### src/rtl/core/ssir_pkg.sv
// ----------------------------------------------------------------------------
// ssir_pkg
// Shared types and codes for the sorted set insert/remove unit.
// ----------------------------------------------------------------------------
`default_nettype none

package ssir_pkg;

    // Request kinds; the unused code behaves as a find
    localparam logic [1:0] KIND_FIND   = 2'd0;
    localparam logic [1:0] KIND_INSERT = 2'd1;
    localparam logic [1:0] KIND_REMOVE = 2'd2;

    typedef enum logic [1:0] {
        ST_DONE   = 2'd0,
        ST_DUP    = 2'd1,
        ST_ABSENT = 2'd2,
        ST_FULL   = 2'd3
    } status_t;

    typedef enum logic [1:0] {
        RD_IDX,
        RD_BELOW,
        RD_ABOVE
    } rd_src_t;

    typedef enum logic [3:0] {
        S_IDLE,
        S_SCAN_RD,
        S_SCAN_CMP,
        S_DECIDE,
        S_INS_CHK,
        S_INS_WR,
        S_REM_CHK,
        S_REM_WR,
        S_FINISH
    } ctrl_state_t;

    // Controller to datapath
    typedef struct packed {
        logic    load;
        logic    idx_inc;
        logic    scan_miss;
        logic    scan_hit;
        logic    decide;
        logic    ptr_ins;
        logic    ptr_rem;
        logic    ptr_dec;
        logic    ptr_inc;
        logic    rd_en;
        rd_src_t rd_src;
        logic    wr_en;
        logic    wr_key;
        logic    cnt_inc;
        logic    cnt_dec;
        logic    out_load;
    } dp_cmd_t;

    // Datapath to controller
    typedef struct packed {
        logic idx_at_end;
        logic key_above;
        logic do_insert;
        logic do_remove;
        logic ptr_at_pos;
        logic rem_last;
        logic out_free;
    } dp_sts_t;

endpackage

`default_nettype wire

### src/rtl/core/ssir_if.sv
// ----------------------------------------------------------------------------
// ssir_if
// Request and response channel interfaces (valid/ready with payload).
// ----------------------------------------------------------------------------
`default_nettype none

interface ssir_req_if;
    logic               valid;
    logic               ready;
    logic [1:0]         kind;
    logic signed [31:0] key;

    modport source (output valid, kind, key, input ready);
    modport sink   (input valid, kind, key, output ready);
endinterface

interface ssir_rsp_if;
    logic       valid;
    logic       ready;
    logic [1:0] status;
    logic       was_present;
    logic [4:0] position;
    logic [4:0] count_after;

    modport source (output valid, status, was_present, position, count_after, input ready);
    modport sink   (input valid, status, was_present, position, count_after, output ready);
endinterface

`default_nettype wire

### src/rtl/core/ssir_ctrl.sv
// ----------------------------------------------------------------------------
// ssir_ctrl
// Sequencer: linear search, then shift of the store for insert or remove.
// ----------------------------------------------------------------------------
`default_nettype none

module ssir_ctrl
    import ssir_pkg::*;
(
    input  wire logic    clk,
    input  wire logic    rst_n,
    input  wire logic    req_valid,
    output logic         req_ready,
    input  wire dp_sts_t sts,
    output dp_cmd_t      cmd
);

    ctrl_state_t state_reg;
    ctrl_state_t state_next;

    always_ff @(posedge clk or negedge rst_n)
    begin
        if (!rst_n)
        begin
            state_reg <= S_IDLE;
        end
        else
        begin
            state_reg <= state_next;
        end
    end

    always_comb
    begin
        state_next = state_reg;
        case (state_reg)
            S_IDLE:
            begin
                if (req_valid)
                begin
                    state_next = S_SCAN_RD;
                end
            end
            S_SCAN_RD:
            begin
                state_next = sts.idx_at_end ? S_DECIDE : S_SCAN_CMP;
            end
            S_SCAN_CMP:
            begin
                state_next = sts.key_above ? S_SCAN_RD : S_DECIDE;
            end
            S_DECIDE:
            begin
                if (sts.do_insert)
                begin
                    state_next = S_INS_CHK;
                end
                else if (sts.do_remove)
                begin
                    state_next = S_REM_CHK;
                end
                else
                begin
                    state_next = S_FINISH;
                end
            end
            S_INS_CHK:
            begin
                state_next = sts.ptr_at_pos ? S_FINISH : S_INS_WR;
            end
            S_INS_WR:
            begin
                state_next = S_INS_CHK;
            end
            S_REM_CHK:
            begin
                state_next = sts.rem_last ? S_FINISH : S_REM_WR;
            end
            S_REM_WR:
            begin
                state_next = S_REM_CHK;
            end
            S_FINISH:
            begin
                if (sts.out_free)
                begin
                    state_next = S_IDLE;
                end
            end
            default:
            begin
                state_next = S_IDLE;
            end
        endcase
    end

    always_comb
    begin
        cmd       = '0;
        cmd.rd_src = RD_IDX;
        req_ready = 1'b0;
        case (state_reg)
            S_IDLE:
            begin
                req_ready = 1'b1;
                cmd.load  = req_valid;
            end
            S_SCAN_RD:
            begin
                if (sts.idx_at_end)
                begin
                    cmd.scan_miss = 1'b1;
                end
                else
                begin
                    cmd.rd_en  = 1'b1;
                    cmd.rd_src = RD_IDX;
                end
            end
            S_SCAN_CMP:
            begin
                if (sts.key_above)
                begin
                    cmd.idx_inc = 1'b1;
                end
                else
                begin
                    cmd.scan_hit = 1'b1;
                end
            end
            S_DECIDE:
            begin
                cmd.decide  = 1'b1;
                cmd.ptr_ins = sts.do_insert;
                cmd.ptr_rem = sts.do_remove;
            end
            S_INS_CHK:
            begin
                if (sts.ptr_at_pos)
                begin
                    cmd.wr_en   = 1'b1;
                    cmd.wr_key  = 1'b1;
                    cmd.cnt_inc = 1'b1;
                end
                else
                begin
                    cmd.rd_en  = 1'b1;
                    cmd.rd_src = RD_BELOW;
                end
            end
            S_INS_WR:
            begin
                cmd.wr_en   = 1'b1;
                cmd.ptr_dec = 1'b1;
            end
            S_REM_CHK:
            begin
                if (sts.rem_last)
                begin
                    cmd.cnt_dec = 1'b1;
                end
                else
                begin
                    cmd.rd_en  = 1'b1;
                    cmd.rd_src = RD_ABOVE;
                end
            end
            S_REM_WR:
            begin
                cmd.wr_en   = 1'b1;
                cmd.ptr_inc = 1'b1;
            end
            S_FINISH:
            begin
                cmd.out_load = sts.out_free;
            end
            default:
            begin
                req_ready = 1'b0;
            end
        endcase
    end

endmodule

`default_nettype wire

### src/rtl/core/ssir_datapath.sv
// ----------------------------------------------------------------------------
// ssir_datapath
// Key store, search and shift pointers, key count and response register.
// ----------------------------------------------------------------------------
`default_nettype none

module ssir_datapath
    import ssir_pkg::*;
#(
    parameter int CAPACITY = 16
)
(
    input  wire logic               clk,
    input  wire logic               rst_n,
    input  wire logic [1:0]         req_kind,
    input  wire logic signed [31:0] req_key,
    input  wire dp_cmd_t            cmd,
    output dp_sts_t                 sts,
    output logic                    rsp_valid,
    input  wire logic               rsp_ready,
    output logic [1:0]              rsp_status,
    output logic                    rsp_was_present,
    output logic [4:0]              rsp_position,
    output logic [4:0]              rsp_count_after
);

    localparam int AW = (CAPACITY > 1) ? $clog2(CAPACITY) : 1;
    localparam int CW = $clog2(CAPACITY + 1);

    logic signed [31:0] mem [CAPACITY];

    logic [1:0]         kind_reg;
    logic signed [31:0] key_reg;
    logic signed [31:0] rdata_reg;

    logic [CW-1:0] idx_reg,   idx_next;
    logic [CW-1:0] pos_reg,   pos_next;
    logic [CW-1:0] ptr_reg,   ptr_next;
    logic [CW-1:0] count_reg, count_next;
    logic          present_reg, present_next;
    status_t       status_reg,  status_next;

    logic          out_valid_reg, out_valid_next;
    logic [1:0]    out_status_reg;
    logic          out_present_reg;
    logic [4:0]    out_position_reg;
    logic [4:0]    out_count_reg;

    logic [CW-1:0]      below;
    logic [CW-1:0]      above;
    logic [AW-1:0]      rd_addr;
    logic [AW-1:0]      wr_addr;
    logic signed [31:0] wr_data;
    logic               full;
    status_t            decided;

    assign below = ptr_reg - CW'(1);
    assign above = ptr_reg + CW'(1);
    assign full  = (count_reg == CW'(CAPACITY));

    always_comb
    begin
        case (cmd.rd_src)
            RD_IDX:   rd_addr = idx_reg[AW-1:0];
            RD_BELOW: rd_addr = below[AW-1:0];
            RD_ABOVE: rd_addr = above[AW-1:0];
            default:  rd_addr = idx_reg[AW-1:0];
        endcase
    end

    assign wr_addr = cmd.wr_key ? pos_reg[AW-1:0] : ptr_reg[AW-1:0];
    assign wr_data = cmd.wr_key ? key_reg : rdata_reg;

    // Single write port, one registered read port
    always_ff @(posedge clk)
    begin
        if (cmd.wr_en)
        begin
            mem[wr_addr] <= wr_data;
        end
        if (cmd.rd_en)
        begin
            rdata_reg <= mem[rd_addr];
        end
    end

    always_comb
    begin
        case (kind_reg)
            KIND_INSERT: decided = present_reg ? ST_DUP : (full ? ST_FULL : ST_DONE);
            KIND_REMOVE: decided = present_reg ? ST_DONE : ST_ABSENT;
            default:     decided = present_reg ? ST_DONE : ST_ABSENT;
        endcase
    end

    always_comb
    begin
        sts.idx_at_end = (idx_reg == count_reg);
        sts.key_above  = (rdata_reg < key_reg);
        sts.do_insert  = (kind_reg == KIND_INSERT) && !present_reg && !full;
        sts.do_remove  = (kind_reg == KIND_REMOVE) && present_reg;
        sts.ptr_at_pos = (ptr_reg == pos_reg);
        sts.rem_last   = (above >= count_reg);
        sts.out_free   = !out_valid_reg || rsp_ready;
    end

    always_comb
    begin
        idx_next       = idx_reg;
        pos_next       = pos_reg;
        ptr_next       = ptr_reg;
        count_next     = count_reg;
        present_next   = present_reg;
        status_next    = status_reg;
        out_valid_next = out_valid_reg;

        if (cmd.load)
        begin
            idx_next = '0;
        end
        if (cmd.idx_inc)
        begin
            idx_next = idx_reg + CW'(1);
        end
        if (cmd.scan_miss)
        begin
            pos_next     = idx_reg;
            present_next = 1'b0;
        end
        if (cmd.scan_hit)
        begin
            pos_next     = idx_reg;
            present_next = (rdata_reg == key_reg);
        end
        if (cmd.decide)
        begin
            status_next = decided;
        end
        if (cmd.ptr_ins)
        begin
            ptr_next = count_reg;
        end
        if (cmd.ptr_rem)
        begin
            ptr_next = pos_reg;
        end
        if (cmd.ptr_dec)
        begin
            ptr_next = below;
        end
        if (cmd.ptr_inc)
        begin
            ptr_next = above;
        end
        if (cmd.cnt_inc)
        begin
            count_next = count_reg + CW'(1);
        end
        if (cmd.cnt_dec)
        begin
            count_next = count_reg - CW'(1);
        end
        if (cmd.out_load)
        begin
            out_valid_next = 1'b1;
        end
        else if (rsp_ready)
        begin
            out_valid_next = 1'b0;
        end
    end

    always_ff @(posedge clk or negedge rst_n)
    begin
        if (!rst_n)
        begin
            idx_reg       <= '0;
            pos_reg       <= '0;
            ptr_reg       <= '0;
            count_reg     <= '0;
            present_reg   <= 1'b0;
            status_reg    <= ST_DONE;
            out_valid_reg <= 1'b0;
        end
        else
        begin
            idx_reg       <= idx_next;
            pos_reg       <= pos_next;
            ptr_reg       <= ptr_next;
            count_reg     <= count_next;
            present_reg   <= present_next;
            status_reg    <= status_next;
            out_valid_reg <= out_valid_next;
        end
    end

    // Payload registers
    always_ff @(posedge clk)
    begin
        if (cmd.load)
        begin
            kind_reg <= req_kind;
            key_reg  <= req_key;
        end
        if (cmd.out_load)
        begin
            out_status_reg   <= status_reg;
            out_present_reg  <= present_reg;
            out_position_reg <= 5'(pos_reg);
            out_count_reg    <= 5'(count_reg);
        end
    end

    assign rsp_valid       = out_valid_reg;
    assign rsp_status      = out_status_reg;
    assign rsp_was_present = out_present_reg;
    assign rsp_position    = out_position_reg;
    assign rsp_count_after = out_count_reg;

endmodule

`default_nettype wire

### src/rtl/core/sorted_set_insert_remove_unit.sv
// ----------------------------------------------------------------------------
// sorted_set_insert_remove_unit
// Ordered set of distinct signed 32-bit keys with find, insert and remove.
// ----------------------------------------------------------------------------
// Keys live in a store with one write port and one registered read port,
// held in ascending order. One request is worked at a time: a linear search
// reads and then compares one entry at a time until it meets the first key
// not below the request key, then an insert moves the tail up and a remove
// moves it down with one read and one write per moved entry. The result sits
// in an output register, so it may wait on the response channel while the
// next request is searched; only that request's final step waits for it.
// Position and count are reported as 5-bit values.
// ----------------------------------------------------------------------------
`default_nettype none

module sorted_set_insert_remove_unit
    import ssir_pkg::*;
#(
    parameter int CAPACITY = 16
)
(
    input  wire logic clk,
    input  wire logic rst_n,
    ssir_req_if.sink  req,
    ssir_rsp_if.source rsp
);

    dp_cmd_t cmd;
    dp_sts_t sts;

    ssir_ctrl u_ctrl (
        .clk       (clk),
        .rst_n     (rst_n),
        .req_valid (req.valid),
        .req_ready (req.ready),
        .sts       (sts),
        .cmd       (cmd)
    );

    ssir_datapath #(
        .CAPACITY (CAPACITY)
    ) u_datapath (
        .clk             (clk),
        .rst_n           (rst_n),
        .req_kind        (req.kind),
        .req_key         (req.key),
        .cmd             (cmd),
        .sts             (sts),
        .rsp_valid       (rsp.valid),
        .rsp_ready       (rsp.ready),
        .rsp_status      (rsp.status),
        .rsp_was_present (rsp.was_present),
        .rsp_position    (rsp.position),
        .rsp_count_after (rsp.count_after)
    );

endmodule

`default_nettype wire
### src/flat_wrapper.sv
// flat-port wrapper written by rule: the top's interface ports become plain ports
module sorted_set_insert_remove_unit_flat import ssir_pkg::*;
#(
    parameter int CAPACITY = 16
)
  (clk, rst_n, req_valid, req_kind, req_key, req_ready, rsp_valid, rsp_status, rsp_was_present, rsp_position, rsp_count_after, rsp_ready);
  ssir_req_if req_i ();
  ssir_rsp_if rsp_i ();
  input  wire logic clk;
  input  wire logic rst_n;
  input wire logic [$bits(req_i.valid)-1:0] req_valid;
  input wire logic [$bits(req_i.kind)-1:0] req_kind;
  input wire logic [$bits(req_i.key)-1:0] req_key;
  output wire logic [$bits(req_i.ready)-1:0] req_ready;
  output wire logic [$bits(rsp_i.valid)-1:0] rsp_valid;
  output wire logic [$bits(rsp_i.status)-1:0] rsp_status;
  output wire logic [$bits(rsp_i.was_present)-1:0] rsp_was_present;
  output wire logic [$bits(rsp_i.position)-1:0] rsp_position;
  output wire logic [$bits(rsp_i.count_after)-1:0] rsp_count_after;
  input wire logic [$bits(rsp_i.ready)-1:0] rsp_ready;
  assign req_i.valid = req_valid;
  assign req_i.kind = req_kind;
  assign req_i.key = req_key;
  assign req_ready = req_i.ready;
  assign rsp_valid = rsp_i.valid;
  assign rsp_status = rsp_i.status;
  assign rsp_was_present = rsp_i.was_present;
  assign rsp_position = rsp_i.position;
  assign rsp_count_after = rsp_i.count_after;
  assign rsp_i.ready = rsp_ready;
  sorted_set_insert_remove_unit #(.CAPACITY(CAPACITY)) u_core (.clk(clk), .rst_n(rst_n), .req(req_i), .rsp(rsp_i));
endmodule
### config.mk
export PLATFORM = sky130hd
export DESIGN_NAME = sorted_set_insert_remove_unit_flat
export DESIGN_NICKNAME = d
export VERILOG_FILES = /design/src/rtl/core/ssir_pkg.sv /design/src/rtl/core/ssir_if.sv /design/src/rtl/core/ssir_ctrl.sv /design/src/rtl/core/ssir_datapath.sv /design/src/rtl/core/sorted_set_insert_remove_unit.sv /design/src/flat_wrapper.sv
export SDC_FILE = /design/constraint.sdc
export NUM_CORES = 1
export LEC_CHECK = 0
export BUFFER_PORTS_ARGS = -buffer_cell sky130_fd_sc_hd__buf_2
export CORE_MARGIN = 1
export CORE_UTILIZATION = 65
export CTS_BUF_LIST = sky130_fd_sc_hd__clkbuf_2
export DETAILED_ROUTE_END_ITERATION = 10
export PLACE_DENSITY_LB_ADDON = 0.05
export SETUP_SLACK_MARGIN = 0.3
export SLEW_MARGIN = 20
export SYNTH_ARGS = -nofsm -noshare
export SYNTH_HDL_FRONTEND = slang
export SYNTH_SLANG_ARGS = --single-unit
### constraint.sdc
create_clock -name clk -period 4.55 [get_ports clk]
set_input_delay 0.6825 -clock clk [delete_from_list [all_inputs] [get_ports clk]]
set_output_delay 0.6825 -clock clk [all_outputs]
set_load 0.05 [all_outputs]
==> results of run 1 <==
cell usage after synthesis, types with 22 or more instances:
cell | n | area [sq um]
inv_1 | 52 | 195
ha_1 | 45 | 563
buf_2 | 22 | 110
a21oi_1 | 54 | 270
nor2_1 | 33 | 124
edfxtp_1 | 591 | 17700
dfrtp_1 | 28 | 701
o21ai_0 | 41 | 205
mux2i_1 | 42 | 420
clkbuf_1 | 27 | 101
nand2_1 | 58 | 218
a211oi_1 | 37 | 278
mux4_2 | 128 | 2880
nor2b_1 | 39 | 244
per-layer routing:
layer	vias to the layer above	share of wire [%]
met2	640	50
met3	121	8.4
li1	6020	-
met1	6998	40
met4	0	2.3
met5	-	0
worst min path at each step:
stage	start	end	slack, ns
2_1_floorplan	rst_n	u_core.u_ctrl.state_reg[0]	0.39
3_3_place_gp	u_core.u_datapath.status_reg[0]	u_core.u_datapath.rsp_status[0]	0.44
3_5_place_dp	u_core.u_datapath.status_reg[0]	u_core.u_datapath.rsp_status[0]	0.43
4_1_cts	rst_n	u_core.u_datapath.present_reg	0.08
5_1_grt	rst_n	u_core.u_datapath.count_reg[3]	0.14
6_report	rst_n	u_core.u_datapath.count_reg[4]	0.16
layout by cell type, fill, tap and decap left out, drive strengths merged, types with 3 or more instances in the layout:
master / n
a21oi: 55
a21boi: 4
ha: 45
mux4: 128
dfrtp: 28
nand2b: 8
nand2: 58
nor2: 33
edfxtp: 591
xnor2: 11
clkbuf: 216
mux2i: 43
clkinv: 28
inv: 57
nor2b: 39
bufinv: 4
xor2: 8
a31oi: 3
dlygate4sd3: 37
buf: 149
a221oi: 3
nor3: 13
a211oi: 37
nand3: 18
o21ai: 43
nand4: 8
a21o: 9
mux2: 7
critical path: cells and delay by family, from the launching register on:
| family | cells | cell delay [ns] |
|---|---|---|
| buffers and inverters | 3 | 0.51 |
| flip-flops | 1 | 0.42 |
| multiplexers | 1 | 0.49 |
| adder cells (fa/ha/maj) | 3 | 0.72 |
| AND/OR/NAND/NOR | 4 | 0.43 |
| AO/OA/AOI/OAI | 7 | 1.24 |
power groups by stage:
stage,clock (uW),sequential [uW],combinational [uW]
final,3570,7790,5150
after global routing,3930,7830,5570
after CTS,3650,7770,4990
after detailed placement,0,7900,4820
after global placement,0,7890,4690
after floorplan,0,7880,3250
logic make-up after synthesis:
family                     count (synthesis)  share of synthesized area, %
muxes                                    178                          13.5
adders and majority gates                 46                          2.32
DFF                                      619                          73.4
buffers and inverters                    116                          2.06
AOI/OAI and AO/OA                        174                          4.41
xor gates and xnor gates                  19                         0.662
and+or+nand+nor                          187                          3.68
cell type report:
type,instances,share of cell area (%)
Multi-Input combinational cell,604,22.4
Tap cell,511,2.22
Inverter,52,0.679
Clock buffer,215,3.74
Timing Repair Buffer,189,5.88
Sequential cell,619,64.2
Clock inverter,38,0.883
Antenna cell,1,0.00870
through the flow:
stage	instance area (sq um)	hold slack (ns)	power, uW
final	28800	0.164	16500
after global routing	28800	0.143	17300
after CTS	28500	0.0803	16400
after detailed placement	26700	0.432	12700
after global placement	26700	0.437	12600
after floorplan	25100	0.387	11100
repair_timing:
| action | 4_1_cts | 5_1_grt |
|---|---|---|
| pin swaps | 0 | 2 |
| gates cloned | 2 | 1 |
| hold buffers | 37 | 0 |
| setup endpoints to repair | 29 | 32 |
| hold endpoints to repair | 68 | 0 |
| resized for setup | 6 | 22 |
| buffers inserted | 4 | 10 |
==> metrics.csv, run 1 <==
stage;metric;value;unit
timing;setup_violations;0;
place;place_ws;0.151;ns
power;swShare;31.9;%
drt;vias_per_cell;6.18;
logic_synthesis;syn-cell-area;25100;sq um
critical_path;required;5.30;ns
logic_synthesis;synthCells;1339;
global_routing;use_met3;8.09;%
timing;hold_violations;0;
critical_path;crit_path_end_kind;register;
timing;max_slew_margin;27.2;%
global_routing;gr-usage-met2;47.8;%
clock_tree;cts_inserted_buffers;148;
critical_path;critical_path_class;register to register;
timing;rsz0062_at_grt;yes;
timing;slew_viol_final;0;
logic_synthesis;synth-seq-cells;619;
critical_path;cp-startpoint;u_core.u_datapath.ptr_reg[0];
logic_synthesis;synth.distinct_cells;60;
critical_path;cp.arrival;4.86;ns
clock_tree;insertion_delay;1.08;ns
critical_path;r2r_start;u_core.u_datapath.ptr_reg[0];
finish;drive_above_1_share;33.0;%
power;comb_power_share;31.2;%
logic_synthesis;ys_seq_area_share;73.4;%
logic_synthesis;synth_edf_count;591;
finish;instances_no_fill;2229;
drt;drt_iter0_drc;1229;
power;powerDensity;574;nW/um^2
clock_tree;cts_tree;built;
clock_tree;cts.sinks;619;
critical_path;startpoint_type;register;
floorplan;start_util;66.4;%
floorplan;die-area;39500;sq um
power;peakVddDrop;374;uV
timing;period_share;90.3;%
logic_synthesis;ys_warn_count;0;
power;seqPwrFrac;47.2;%
power;p_clk_share;21.6;%
critical_path;rrSetupSlack;0.44;ns
logic_synthesis;syn_area_per_cell;18.8;sq um
global_routing;grt-busiest-layer;met2;
timing;fin_setup_tns;0;ns
status;status;finished, final reports clean;
floorplan;chipHeight;199;um
timing;fmax;0.244;GHz
timing;final.setup.worst_slack;0.444;ns
logic_synthesis;synthArstFlopShare;4.52;%
finish;synthToLayoutAreaGrowth;14.3;%
finish;largest_reg_flops;512;
floorplan;core;37800;sq um
timing;tightest_slew;1.08;ns
place;hpwl;30.4;mm
finish;regArea;18400;sq um
floorplan;io_pins;53;
place;gp_congestion;0.832;
critical_path;r2r_end;u_core.u_datapath.rdata_reg[29];
logic_synthesis;ys.flop_type;edfxtp_1;
clock_tree;clk_pin_slew_worst_paths;0.10;ns
critical_path;rr_worst_depth;18;
critical_path;path_cells;inv_1 -> ha_4 -> ha_1 -> a21o_1 -> a21o_1 -> a21o_1 -> a21oi_2 -> nand2_2 -> ha_4 -> nor2_1 -> nor3_2 -> a21oi_4 -> buf_12 -> buf_16 -> mux4_2 -> nor2b_1 -> a211oi_1 -> a21oi_1;
clock_tree;clock_path_buffers;3;
logic_synthesis;syn_nets;1423;
flow_run;cap_violations;0;
critical_path;cp_slowest_cell;mux4_2;
global_routing;antenna_found_initial;1;
global_routing;grt_util_all_layers;29.0;%
power;power.internal;11200;uW
drt;vias;13779;
finish;nets;1698;
global_routing;grt_pass1_wl;81.6;mm
global_routing;overflow;0;
clock_tree;h-tree-depth;4;
worst_hold_path;hold_class;input pin to asynchronous set/reset pin;
drt;drcViolationCount;0;
global_routing;grt_max_degree;51;
drt;ant_nets;0;
global_routing;met1_usage;37.5;%
drt;dr.pass1.iters;6;
finish;n_fill_cell;2246;
place;dp.cells;1921;
timing;final_period_minus_worst_setup_slack;4.11;ns
power;switchingPower;5270;uW
critical_path;cp_max_fo;13;
floorplan;die_w;199;um
drt;wl_per_cell;24.6;um
drt;finalWirelength;54.8;mm
finish;utilization;76.0;%
finish;multi_input_area;6450;sq um
floorplan;row_count;71;
timing;fin_skew;0.0817;ns
global_routing;grt_pass1_vias;14192;
clock_tree;root_buffer;clkbuf_2;
critical_path;cp-endpoint;u_core.u_datapath.rdata_reg[29];
place;io_buffers;52;
critical_path;slowest_delay;0.49;ns
power;power.leakage;0.0105;uW
critical_path;crit_top_cell;a21o_1;
Power figures use the tool's default switching activity.
==> run 2: changes to the inputs <==
Settings changed: BUFFER_PORTS_ARGS -buffer_cell sky130_fd_sc_hd__buf_2 to default, CORE_UTILIZATION 65 to 66, DONT_BUFFER_PORTS from default to 1.
==> run 2 against run 1 <==
  * Design area decreased by 0.93%
  * Clock power is 3% lower
  * Sequential power increased by 0.8%
  * Largest cell class unchanged
  * Largest power group unchanged
  * Highest routed layer unchanged
==> metrics.csv, run 2 (synthesis results as in run 1) <==
stage;metric;value;unit;change
status;status;finished, final reports clean;;unchanged
critical_path;cp_slowest_cell;mux4_2;;unchanged
timing;slew_viol_final;0;;unchanged
clock_tree;clk_pin_slew_worst_paths;0.10;ns;about the same
place;gp_congestion;0.860;;was 0.832
finish;final_area;28500;sq um;was 28800 sq um
finish;final_common_cell;edfxtp_1;;unchanged
timing;max_slew_margin;31.5;%;was 27.2%
critical_path;startpoint_type;register;;unchanged
clock_tree;insertion_delay;1.05;ns;was 1.08 ns
power;p_clk_share;21.2;%;was 21.6%
critical_path;cp.arrival;4.94;ns;was 4.86 ns
critical_path;worst-path-buf-inv;4;;was 3
power;powerDensity;576;nW/um^2;was 574 nW/um^2
critical_path;critical_path_class;register to register;;unchanged
floorplan;io_pins;53;;unchanged
finish;utilization;75.8;%;was 76.0%
timing;final_period_minus_worst_setup_slack;4.18;ns;was 4.11 ns
place;hpwl;28.9;mm;was 30.4 mm
timing;fmax;0.239;GHz;was 0.244 GHz
power;p_total;16400;uW;was 16500 uW
power;peakVddDrop;346;uV;was 374 uV
drt;vias_per_cell;6.13;;was 6.18
drt;vias;13416;;was 13779
critical_path;critPathTopFamily;compound AO/OA/AOI/OAI gates;;unchanged
global_routing;grt_util_all_layers;28.9;%;was 29.0%
critical_path;cp_max_fo;12;;was 13
floorplan;core;37600;sq um;was 37800 sq um
timing;setup_violations;0;;unchanged
power;power.leakage;0.0103;uW;was 0.0105 uW
clock_tree;cts_inserted_buffers;152;;was 148
floorplan;die_w;197;um;was 199 um
critical_path;crit_path_end_kind;register;;unchanged
timing;fin_skew;0.0561;ns;was 0.0817 ns
floorplan;start_util;66.9;%;was 66.4%
drt;drcViolationCount;0;;unchanged
global_routing;grt_pass1_wl;80.0;mm;was 81.6 mm
power;seqPwrFrac;47.8;%;was 47.2%
critical_path;path_cells;buf_4 -> ha_2 -> xor2_1 -> ha_1 -> a21o_1 -> a21o_1 -> a21oi_2 -> nand2_2 -> ha_4 -> nor3_2 -> a21oi_4 -> buf_12 -> buf_12 -> bufbuf_16 -> mux4_2 -> a211oi_1 -> a21oi_1;;was inv_1 -> ha_4 -> ha_1 -> a21o_1 -> a21o_1 -> a21o_1 -> a21oi_2 -> nand2_2 -> ha_4 -> nor2_1 -> nor3_2 -> a21oi_4 -> buf_12 -> buf_16 -> mux4_2 -> nor2b_1 -> a211oi_1 -> a21oi_1
floorplan;chipHeight;197;um;was 199 um
finish;final_cell_mix;edfxtp_1, clkbuf_2, mux4_2;;unchanged
floorplan;die-area;38900;sq um;was 39500 sq um
clock_tree;cts_tree;built;;unchanged
drt;ant_nets;0;;unchanged
drt;drt_iter0_drc;1143;;was 1229
timing;hold_violations;0;;unchanged
global_routing;antenna_found_initial;1;;unchanged
timing;rsz0062_at_grt;yes;;unchanged
clock_tree;cts.sinks;619;;unchanged
drt;wl_per_cell;24.7;um;was 24.6 um
global_routing;grt_pass1_vias;13699;;was 14192
power;comb_power_share;31.0;%;was 31.2%
finish;instances_no_fill;2187;;was 2229
critical_path;slowest_delay;0.53;ns;was 0.49 ns
clock_tree;root_buffer;clkbuf_2;;unchanged
global_routing;overflow;0;;unchanged
worst_hold_path;hold_class;input pin to asynchronous set/reset pin;;unchanged
flow_run;cap_violations;0;;unchanged
timing;tightest_slew;1.03;ns;was 1.08 ns
place;place_area;26400;sq um;was 26700 sq um
place;io_buffers;0;;was 52
clock_tree;h-tree-depth;4;;unchanged
finish;drive_above_1_share;30.1;%;was 33.0%
drt;dr.pass1.iters;5;;was 6
critical_path;rrSetupSlack;0.37;ns;was 0.44 ns
power;switchingPower;5300;uW;was 5270 uW
place;dp.cells;1868;;was 1921
finish;nets;1649;;was 1698
finish;largest_reg_flops;512;;unchanged
critical_path;required;5.31;ns;was 5.30 ns
finish;synthToLayoutAreaGrowth;13.3;%;was 14.3%
drt;finalWirelength;54.1;mm;was 54.8 mm
floorplan;row_count;71;;unchanged
clock_tree;clock_path_buffers;3;;unchanged
timing;period_share;91.8;%;was 90.3%
timing;fin_setup_tns;0;ns;unchanged
power;swShare;32.3;%;was 31.9%
power;power.internal;11100;uW;was 11200 uW
global_routing;grt_max_degree;64;;was 51
==> run 2: changes by cell type in the layout (fill, tap and decap cells not counted), sizes merged <==
cell and delta:
buf -54, bufinv -2, clkbuf -3, clkinv +17
clkinvlp +1, inv -1
==> run 2: through the flow <==
step | hold WS (ns) | setup slack, ns
2_1_floorplan | 0.387 | 0.472
3_3_place_gp | 0.388 | 0.274
3_5_place_dp | 0.387 | 0.148
4_1_cts | 0.000371 | 0.301
5_1_grt | 0.00320 | 0.248
6_report | 0.114 | 0.372
==> run 2: final timing paths <==
kind,startpoint,endpoint,depth (start not counted)
hold reg to reg,u_core.u_datapath.status_reg[0],u_core.u_datapath.rsp_status[0],0
setup reg to reg,u_core.u_datapath.ptr_reg[0],u_core.u_datapath.rdata_reg[19],17
setup / recovery,u_core.u_datapath.ptr_reg[0],u_core.u_datapath.rdata_reg[19],17
max in group asynchronous,rst_n,u_core.u_ctrl.state_reg[3],2
hold / removal,rst_n,u_core.u_datapath.ptr_reg[3],2
min in group clk,rsp_ready,u_core.u_datapath.rsp_position[3],3
==> run 2: what timing repair did <==
| item | 4_1_cts | 5_1_grt |
|---|---|---|
| pin swaps | 1 | 1 |
| endpoints found under the hold margin | 70 | 0 |
| endpoints found under the setup margin | 32 | 32 |
| gates resized for setup | 5 | 19 |
| cloned | 3 | 2 |
| buffers inserted | 7 | 4 |
| hold buffers | 38 | 0 |
==> run 2: power by group through the flow <==
stage          clock (uW)  combinational, uW  sequential, uW
3_3_place_gp            0               4580            7960
5_1_grt              3860               5510            7890
2_1_floorplan           0               3250            7880
3_5_place_dp            0               4700            7970
4_1_cts              3560               4940            7840
6_report             3480               5090            7850
==> run 2: final cells by class <==
cell class	instances	area, sq um
inverter	52	195
fill	2193	9090
antenna	1	2.50
tap	511	639
sequential	619	18400
multi-input combinational	604	6420
clock buffer	211	1060
clock inverter	53	267
timing repair buffer	136	1460
==> run 2: layer usage <==
layer / global-route usage [%] / wire length, um
met3: 6.95 / 4420
met4: 9.91 / 870
met5: 0 / 0
met1: 38.9 / 21500
met2: 47.1 / 27300
